--- src/rtl/sss_pkg.sv ---
`default_nettype none
// ----------------------------------------------------------------------------
// sss_pkg
// Shared codes and the cell control bundle of the segmented stack set.
// ----------------------------------------------------------------------------
package sss_pkg;

	localparam int POS_W = 6;

	localparam logic [1:0] FUNC_PUSH   = 2'd0;
	localparam logic [1:0] FUNC_POP    = 2'd1;
	localparam logic [1:0] FUNC_POP_AT = 2'd2;
	localparam logic [1:0] FUNC_TOP    = 2'd3;

	localparam logic [1:0] ST_OK       = 2'd0;
	localparam logic [1:0] ST_EMPTY    = 2'd1;
	localparam logic [1:0] ST_NO_STACK = 2'd2;
	localparam logic [1:0] ST_FULL     = 2'd3;

	typedef enum logic [1:0] {
		CELL_HOLD,
		CELL_INC,
		CELL_NEW,
		CELL_REMOVE
	} cell_op_t;

	typedef struct packed {
		cell_op_t         op;
		logic [POS_W-1:0] pos;
		logic [POS_W-1:0] last;
		logic             drop;
	} cell_ctl_t;

endpackage
`default_nettype wire

--- src/rtl/sss_cell.sv ---
`default_nettype none
// ----------------------------------------------------------------------------
// sss_cell
// One list position: physical slot id and fill count, shifts down on drop.
// ----------------------------------------------------------------------------
module sss_cell import sss_pkg::*; #(
	parameter int IDX = 0,
	parameter int SW  = 4,
	parameter int FW  = 4
) (
	input  wire logic          clk,
	input  wire logic          arst_n,
	input  wire cell_ctl_t     ctl,
	input  wire logic [SW-1:0] next_slot,
	input  wire logic [FW-1:0] next_fill,
	input  wire logic [SW-1:0] drop_slot,
	output logic      [SW-1:0] slot_q,
	output logic      [FW-1:0] fill_q
);

	logic [POS_W-1:0] me;
	logic             at_pos;

	assign me     = POS_W'(IDX);
	assign at_pos = (ctl.pos == me);

	always_ff @(posedge clk or negedge arst_n) begin
		if (!arst_n) begin
			slot_q <= SW'(IDX);
			fill_q <= '0;
		end else begin
			case (ctl.op)
				CELL_INC: begin
					if (at_pos) fill_q <= fill_q + 1'b1;
				end
				CELL_NEW: begin
					if (at_pos) fill_q <= FW'(1);
				end
				CELL_REMOVE: begin
					if (ctl.drop) begin
						if (me >= ctl.pos && me < ctl.last) begin
							slot_q <= next_slot;
							fill_q <= next_fill;
						end else if (me == ctl.last) begin
							slot_q <= drop_slot;
							fill_q <= '0;
						end
					end else if (at_pos) begin
						fill_q <= fill_q - 1'b1;
					end
				end
				default: ;
			endcase
		end
	end

endmodule
`default_nettype wire

--- config.mk ---
export PLATFORM = sky130hd
export DESIGN_NAME = sss_cell
export DESIGN_NICKNAME = d
export VERILOG_FILES = /design/src/rtl/sss_pkg.sv /design/src/rtl/sss_cell.sv
export SDC_FILE = /design/constraint.sdc
export NUM_CORES = 1
export LEC_CHECK = 0
export ABC_AREA = 1
export BUFFER_PORTS_ARGS = -buffer_cell sky130_fd_sc_hd__buf_2
export CORE_AREA = 2 2 44 46
export CTS_CLUSTER_DIAMETER = 50
export DETAILED_ROUTE_END_ITERATION = 6
export DIE_AREA = 0 0 46 48
export HOLD_SLACK_MARGIN = 0.06
export PLACE_DENSITY_LB_ADDON = 0.25
export SLEW_MARGIN = 0
export SYNTH_ARGS = -nofsm -noshare
export SYNTH_HDL_FRONTEND = slang
export SYNTH_SLANG_ARGS = --single-unit
--- constraint.sdc ---
create_clock -name clk -period 1.7 [get_ports clk]
set_input_delay 0.255 -clock clk [delete_from_list [all_inputs] [get_ports clk]]
set_output_delay 0.255 -clock clk [all_outputs]
set_load 0.1 [all_outputs]
# Word-level counts from Yosys, hierarchy flattened
# Cells that the tools add are included.
# totals
inputBits,29
wordCells,29
regBits,8
latch_bits,0
out_inout_bits,8
n_memories,0
ramBits,0
rom_bits,0
# op_classes
mux,9
magnitude_cmp,2
n_shift,0
bitwise_logic,0
mul,0
n_reduce_logical,7
add_sub_neg,2
n_eq_ne,7
div,0
# ops
op,n
4-bit two-way mux,8
6-bit logical NOT,2
4-bit one-hot mux with 3 select lines,1
"1-bit by 6-bit greater-or-equal comparator with 1-bit output, first input constant",1
"1-bit by 6-bit < comparator with 1-bit output, first input constant",1
5-bit AND reduction,1
"4-bit by 1-bit adder with 4-bit output, second input constant",1
"2-bit equality test, second input constant",2
"2-bit != test, second input constant",2
"4-bit != test, second input constant",1
"4-bit by 1-bit subtractor with 4-bit output, second input constant",1
"3-bit != test, second input constant",1
3-bit AND reduction,1
3-bit nonzero test,1
"2-bit by 1-bit equality test with 1-bit output, second input constant",1
2-bit nonzero test,1
1-bit logical AND,1

# Depth between registers and ports, before layout
# Gate-level depths: netlist of run 1.
# logic_depth
depth_word,5
mapped_depth,8
ltp_nobuf,8

# Worst setup path after synthesis of run 1
# OpenSTA, ideal clock, no wires.
# synth_timing
path_type,register -> register
startpoint,reg fill_q[0]
endpoint,reg fill_q[2]
synth_period_minus_slack_ps,1951
path_slack_ps,-251
stages_incl_launch_ff,7
path_buffers,0
arrival_time_ps,1876
required_ps,1625
setup_time_ps,75
path_cell_list,dfrtp_1 > inv_1 > ha_1 > xnor2_1 > a21oi_1 > nand2_1 > a21oi_2
# synth_via
elab_chain_cells,4
word_cells_on_any_way,6
classes_between,add/sub (2); mux (4)
# synth_lines
item,line,text
"start, declared",sss_cell.sv:18,output logic [FW-1:0] fill_q
"start signal, assigned",sss_cell.sv:34,if (at_pos) fill_q <= fill_q + 1'b1;
"start signal, assigned",sss_cell.sv:43,fill_q <= next_fill;
"start signal, assigned",sss_cell.sv:49,fill_q <= fill_q - 1'b1;
4-bit by 1-bit subtractor with 4-bit output,sss_cell.sv:49,
4-bit two-way mux,sss_cell.sv:48,end else if (at_pos) begin
4-bit two-way mux,sss_cell.sv:40,if (ctl.drop) begin
4-bit one-hot mux with 3 select lines (*),sss_cell.sv:32,case (ctl.op)
# Mark *: on every way between the ends. The rest lies on a longest branch, timed or not. The select of a mux whose other input is x is not followed.
# A chain may end at the register's enable or synchronous reset.

# Worst setup path after layout of run 1
# layout_timing
startpoint,reg fill_q[2]
endpoint,out fill_q[2]
# No word-level cell between the ends.

==> metrics, run 1 <==
highest ir drop seen on vdd ~0.00063 V; all-layer global routing usage 0.1886; HPWL Detailed roughly 1.5 mm; Boundary Pins 37; Sinks on Clock Net 8; number of max-slew violations in the final report 0; HP Class in2reg; DRT antenna net count 0; TritonCTS clock tree yes; Crit Reg-Reg Startpoint fill_q[0]; total vias in the final route 802; area of the die between 2000 and 2500 µm²; vias in the first global route between 700 and 800; post-layout worst setup margin ~0.24 ns; Die X-Extent about 46 µm; skew final just over 0.0002 ns; average vias per placed instance approximately 5.0; GR Layer Usage met2 0.3417; cell count after placement ~160; number of nets in the synthesized netlist roughly 130; global-route wire length before repair 2.994 mm; outcome finished, final reports clean; Diodes inserted 0; root buffer selected by CTS clkbuf_4; reg-to-reg slack, setup ~0.44 ns; Critical Path End Type primary output; total leakage power ~0.55 nW; most frequent standard cell in the layout excluding fill and tap cells buf_2; H-tree levels 1; Slowest-stage cell, CP dfrtp_1; detail-routed net length per standard cell about 11 µm; Pwr per Cell Area about 1000 nW/µm²; post_cts resized 0; buffer and inverter count on the worst path 1; Seq cells post-synth 8; final sum of negative setup slack 0 ns; final worst hold slack between 0.2 and 0.25 ns; pin count of the biggest net entering global routing 10; setup repair after global routing missed its margin no; relative area change from synthesis to final layout 32.65%; clock transition at the registers of the reported paths approximately 0.060 ns; worst setup slack before clock tree synthesis between 0.4 and 0.5 ns; Post-Synthesis Cells around 100; most utilized layer in the global route result met2; required time at the endpoint of the critical path ~1.4 ns; final hold violation count 0; Max-cap violations 0; Crit path arrival time about 1.2 ns; antenna violations before repair 0; fraction of final layout cells sized beyond drive strength 1 0.4583; top cells by area, synth dfrtp_1 27%, nand2_1 14%, nand2_4 7.7%, nand3_1 7.5%, nor2_2 6.0%; clock buffers created by TritonCTS 3; critical path, cell by cell buf_2; classification of the worst setup path reg2out; insertion delay to the later sink of the worst-skew pair between 0.2 and 0.3 ns; aggregate global routing overflow 0; most frequent cells in the layout 36 x buf_2, 28 x nand2_1, 11 x nand3_1; Largest stage delay, worst path between 0.4 and 0.5 ns; cell type contributing the most total cell area after synthesis dfrtp_1; pin slew with the least headroom to its limit 0.4854 ns; fin crit period roughly 1.5 ns; count of TritonRoute iterations in the first routing pass 3; net count reported at finish about 180; cell type group with the largest total delay on the critical path flip-flops; launch point of the worst hold path next_slot[3]; reg2reg path depth 5; cell area after synthesis between 700 and 800 µm²; # rows 15; Total Wirelength approximately 1.8 mm; Mapped Avg Cell Area slightly above 7 µm²; count of buffers from port buffering 36; die height approximately 48 µm; placeable core region ~1700 µm²; Seq/Total Area, Yosys 0.2721; number of different library cells in the post-synthesis netlist 20; placer congestion estimate about 0.83; Total Power 0.0009822 W; share of the cycle needed by the critical path after routing 0.8577; filler-free cell count of the finished design roughly 160; maximum clock rate just under 0.7 GHz; Max Fanout on Critical Path 7; met1 layer usage reported by global route 0.2169; share of the synthesized area in the top cell type 0.2721; drt initial violations 3; start point of the critical path fill_q[2]; Max Root-Sink Buffers 2; post-route DRC violation count 0; total stage count of the critical path 1; GRT met3 Usage 0.05660; cell count of the worst hold path 3; startpoint types flop; initial core utilization 0.4356; total number of yosys warnings 0; final setup violation count 0; relative slew slack 0.6787
[report_power, final]
| group | internal (W) | leakage [nW] | switching (W) |
|---|---|---|---|
| Clock | 0.0000899 | 0.0150 | 0.0000669 |
| Sequential | 0.000230 | 0.101 | 0.0000488 |
| Combinational | 0.000129 | 0.430 | 0.000418 |
[cell type report]
cell class | instances | area [µm²]
Clock buffer | 4 | 26.28
Fill cell | 187 | 713.2
Inverter | 8 | 30.03
Multi-Input combinational cell | 87 | 505.5
Sequential cell | 8 | 202.7
Tap cell | 17 | 21.27
Timing Repair Buffer | 37 | 190.2
[metal layers]
metal	share of wire	vias up	wire length (µm)
met5	0	-	0
met4	0	0	0
met3	0.050	0	88
met2	0.51	19	894
met1	0.44	364	779
li1	-	419	-
[final timing paths]
kind | to
worst max-delay path | fill_q[2]
worst min register to register | slot_q[3]
worst max register to register | fill_q[1]
min in group asynchronous | fill_q[3]
worst min-delay path | slot_q[3]
max in group asynchronous | slot_q[0]
[Yosys cell counts]
cell type	instances
a21oi_1	7
a21oi_2	4
dfrtp_1	8
ha_1	2
inv_1	6
inv_2	2
nand2_1	28
nand2_2	3
nand2_4	5
nand3_1	11
nand3_4	1
nand3b_1	1
nor2_1	8
nor2_2	7
nor2_4	1
nor2_8	1
o21ai_0	1
o21ai_1	5
or2_2	1
xnor2_1	1
[metrics by stage]
step / util / cell area [µm²]
floorplan: - / 738.2
CTS: 0.5778 / 975.9
finish: 0.5778 / 975.9
detailed placement: 0.5563 / 939.7
global route: 0.5778 / 975.9
global placement: 0.5563 / 939.7
[logic make-up (layout without fill, tap and decap cells)]
kind of cell,count (synthesis),in the layout,share of synthesized area
adder cells (fa/ha/maj),2,2,0.03401
AND/OR/NAND/NOR,67,67,0.5051
flip-flops,8,8,0.2721
buffers and inverters,8,49,0.04082
XOR/XNOR,1,1,0.01191
AO/OA/AOI/OAI,17,17,0.1360
[worst reg2reg max path, cell delays in order (launching register included)]
cell and delay (ns):
dfrtp_2 0.44, inv_1 0.13, ha_1 0.26, a21oi_1 0.15, nand2_1 0.08, a21oi_2 0.13
[flip-flops by register name, indices dropped and copies added (netlist names)]
name	flops
slot_q	4
fill_q	4
[timing repair]
action / in CTS / in global routing
hold buffers: 1 / 0
endpoints found under the hold margin: 8 / 0
buffers inserted: 0 / 0
No activity file was read; power rests on OpenSTA's default activity.
==> inputs of run 2 (changes only) <==
--- a/config.mk
+++ b/config.mk
@@ -6,11 +6,13 @@
 export NUM_CORES = 1
 export LEC_CHECK = 0
 export ABC_AREA = 1
-export BUFFER_PORTS_ARGS = -buffer_cell sky130_fd_sc_hd__buf_2
-export CORE_AREA = 2 2 44 46
+export CELL_PAD_IN_SITES_DETAIL_PLACEMENT = 2
+export CELL_PAD_IN_SITES_GLOBAL_PLACEMENT = 2
+export CORE_AREA = 2 2 53 55
 export CTS_CLUSTER_DIAMETER = 50
 export DETAILED_ROUTE_END_ITERATION = 6
-export DIE_AREA = 0 0 46 48
+export DIE_AREA = 0 0 55 57
+export DONT_BUFFER_PORTS = 1
 export HOLD_SLACK_MARGIN = 0.06
 export PLACE_DENSITY_LB_ADDON = 0.25
 export SLEW_MARGIN = 0
==> metrics, run 2 (synthesis gave the netlist of run 1 again) <==
clock transition at the registers of the reported paths 0.06 ns (about the same); reg-to-reg slack, setup 0.46 ns (+0.02 ns); highest ir drop seen on vdd 0.0006896 V (+8.6%); average vias per placed instance 5.170 (+3.8%); clock buffers created by TritonCTS 3 (unchanged); critical path, cell by cell buf_4; maximum clock rate 0.7431 GHz (+8.4%); Die X-Extent 55 µm (+20%); Max-cap violations 0 (unchanged); final setup violation count 0 (unchanged); most frequent cells in the layout 28 x nand2_1, 11 x nand3_1, 8 x nor2_1, 8 x buf_4; skew final 0.00007649 ns (-0.0001315 ns); post-route DRC violation count 0 (unchanged); final sum of negative setup slack 0 ns (unchanged); Sinks on Clock Net 8 (unchanged); net count reported at finish 148 (-16%); Crit Reg-Reg Startpoint fill_q[0]; launch point of the worst hold path next_slot[3]; count of TritonRoute iterations in the first routing pass 2 (-1); Largest stage delay, worst path 0.48 ns (about the same); placeable core region 2615 µm² (+55%); pin count of the biggest net entering global routing 10 (unchanged); all-layer global routing usage 0.1532 (-0.03537); post_cts resized 0 (unchanged); root buffer selected by CTS clkbuf_4; die height 57 µm (+19%); setup repair after global routing missed its margin no; cell count of the worst hold path 2 (-1); registers with the most flip-flops fill_q (4), slot_q (4); count of buffers from port buffering 0 (-100%); pin slew with the least headroom to its limit 0.4012 ns (-0.08413 ns); worst reg2reg endpoint fill_q[1]; total stage count of the critical path 1 (unchanged); TritonCTS clock tree yes; relative area change from synthesis to final layout 18.71%; total leakage power 0.4389 nW (-20%); global-route wire length before repair 3.477 mm (+16%); initial core utilization 0.2813 (-0.1542); HPWL Detailed 1.771 mm (+19%); H-tree levels 1 (unchanged); number of max-slew violations in the final report 0 (unchanged); aggregate global routing overflow 0 (unchanged); HP Class in2reg; vias in the first global route 806 (+5.5%); Pwr per Cell Area 1120 nW/µm² (+11%); # rows 19 (+4); DRT antenna net count 0 (unchanged); Max Fanout on Critical Path 7 (unchanged); antenna violations before repair 0 (unchanged); buffer and inverter count on the worst path 1 (unchanged); final hold violation count 0 (unchanged); Max Root-Sink Buffers 2 (unchanged); share of the cycle needed by the critical path after routing 0.7916 (-0.06610); total vias in the final route 760 (-5.2%); most frequent standard cell in the layout excluding fill and tap cells nand2_1; Critical Path End Type primary output; Total Wirelength 2.050 mm (+16%); classification of the worst setup path reg2out; detail-routed net length per standard cell 13.95 µm (+27%); insertion delay to the later sink of the worst-skew pair 0.27 ns (about the same); drt initial violations 4 (+1); fin crit period 1.346 ns (-0.1124 ns); Crit path arrival time 1.09 ns (-0.11 ns); Slowest-stage cell, CP dfrtp_1; fraction of final layout cells sized beyond drive strength 1 0.3276 (-0.1307); startpoint types flop; hold worst-path end slot_q[3]; reg2reg path depth 6 (+1); outcome finished, final reports clean; Boundary Pins 37 (unchanged); final worst hold slack 0.1487 ns (-0.09087 ns); Diodes inserted 0 (unchanged); relative slew slack 0.7316 (+0.05298); placer congestion estimate 0.7599 (-8.9%); required time at the endpoint of the critical path 1.44 ns (about the same); area of the die 3135 µm² (+42%); cell type group with the largest total delay on the critical path flip-flops
==> run 2: cell types whose count changed in the layout (fill, tap and decap cells not counted), sizes merged <==
cell  delta
buf     -28
==> run 2: where the power goes <==
group	switching [W]	total, W	internal, W
logic	0.000408	0.000535	0.000127
registers	0.0000505	0.000280	0.000230
clock network	0.0000726	0.000163	0.0000902
==> run 2: cell type report <==
type / instances / area, µm²
Timing Repair Buffer: 9 / 70.07
Multi-Input combinational cell: 87 / 505.5
Clock buffer: 4 / 26.28
Fill cell: 338 / 1742
Inverter: 8 / 30.03
Tap cell: 31 / 38.79
Sequential cell: 8 / 202.7
==> run 2: worst max-delay path by stage <==
stage / startpoint / end / slack (ns)
after floorplan: fill_q[2] / fill_q[3] / 0.07
after global placement: fill_q[0] / fill_q[2] / 0.50
after detailed placement: fill_q[0] / fill_q[1] / 0.46
after CTS: fill_q[2] / fill_q[2] / 0.34
after global routing: fill_q[2] / fill_q[2] / 0.31
final: fill_q[2] / fill_q[2] / 0.35
==> run 2: routing by layer <==
| layer | share of wire | vias up | global-route usage |
|---|---|---|---|
| met5 | 0 | - | 0 |
| met4 | 0.0078 | 0 | 0.03136 |
| met3 | 0.065 | 2 | 0.05759 |
| met1 | 0.36 | 379 | 0.1711 |
| met2 | 0.56 | 20 | 0.2704 |
| li1 | - | 359 | - |
==> run 2: repair_timing <==
action | 4_1_cts | 5_1_grt
endpoints found under the hold margin | 8 | 0
hold buffers | 1 | 0
setup buffers | 0 | 0
==> run 2: per-stage QoR <==
stage,area (µm²),setup slack [ns],total power (W),utilization,cells
after floorplan,738.2,0.07160,0.0007077,-,103
after global placement,837.1,0.5012,0.0008061,0.3201,142
after detailed placement,837.1,0.4577,0.0008199,0.3201,142
after CTS,873.3,0.3434,0.0009942,0.3340,147
after global routing,873.3,0.3120,0.001046,0.3340,147
final,873.3,0.3543,0.0009784,0.3340,147
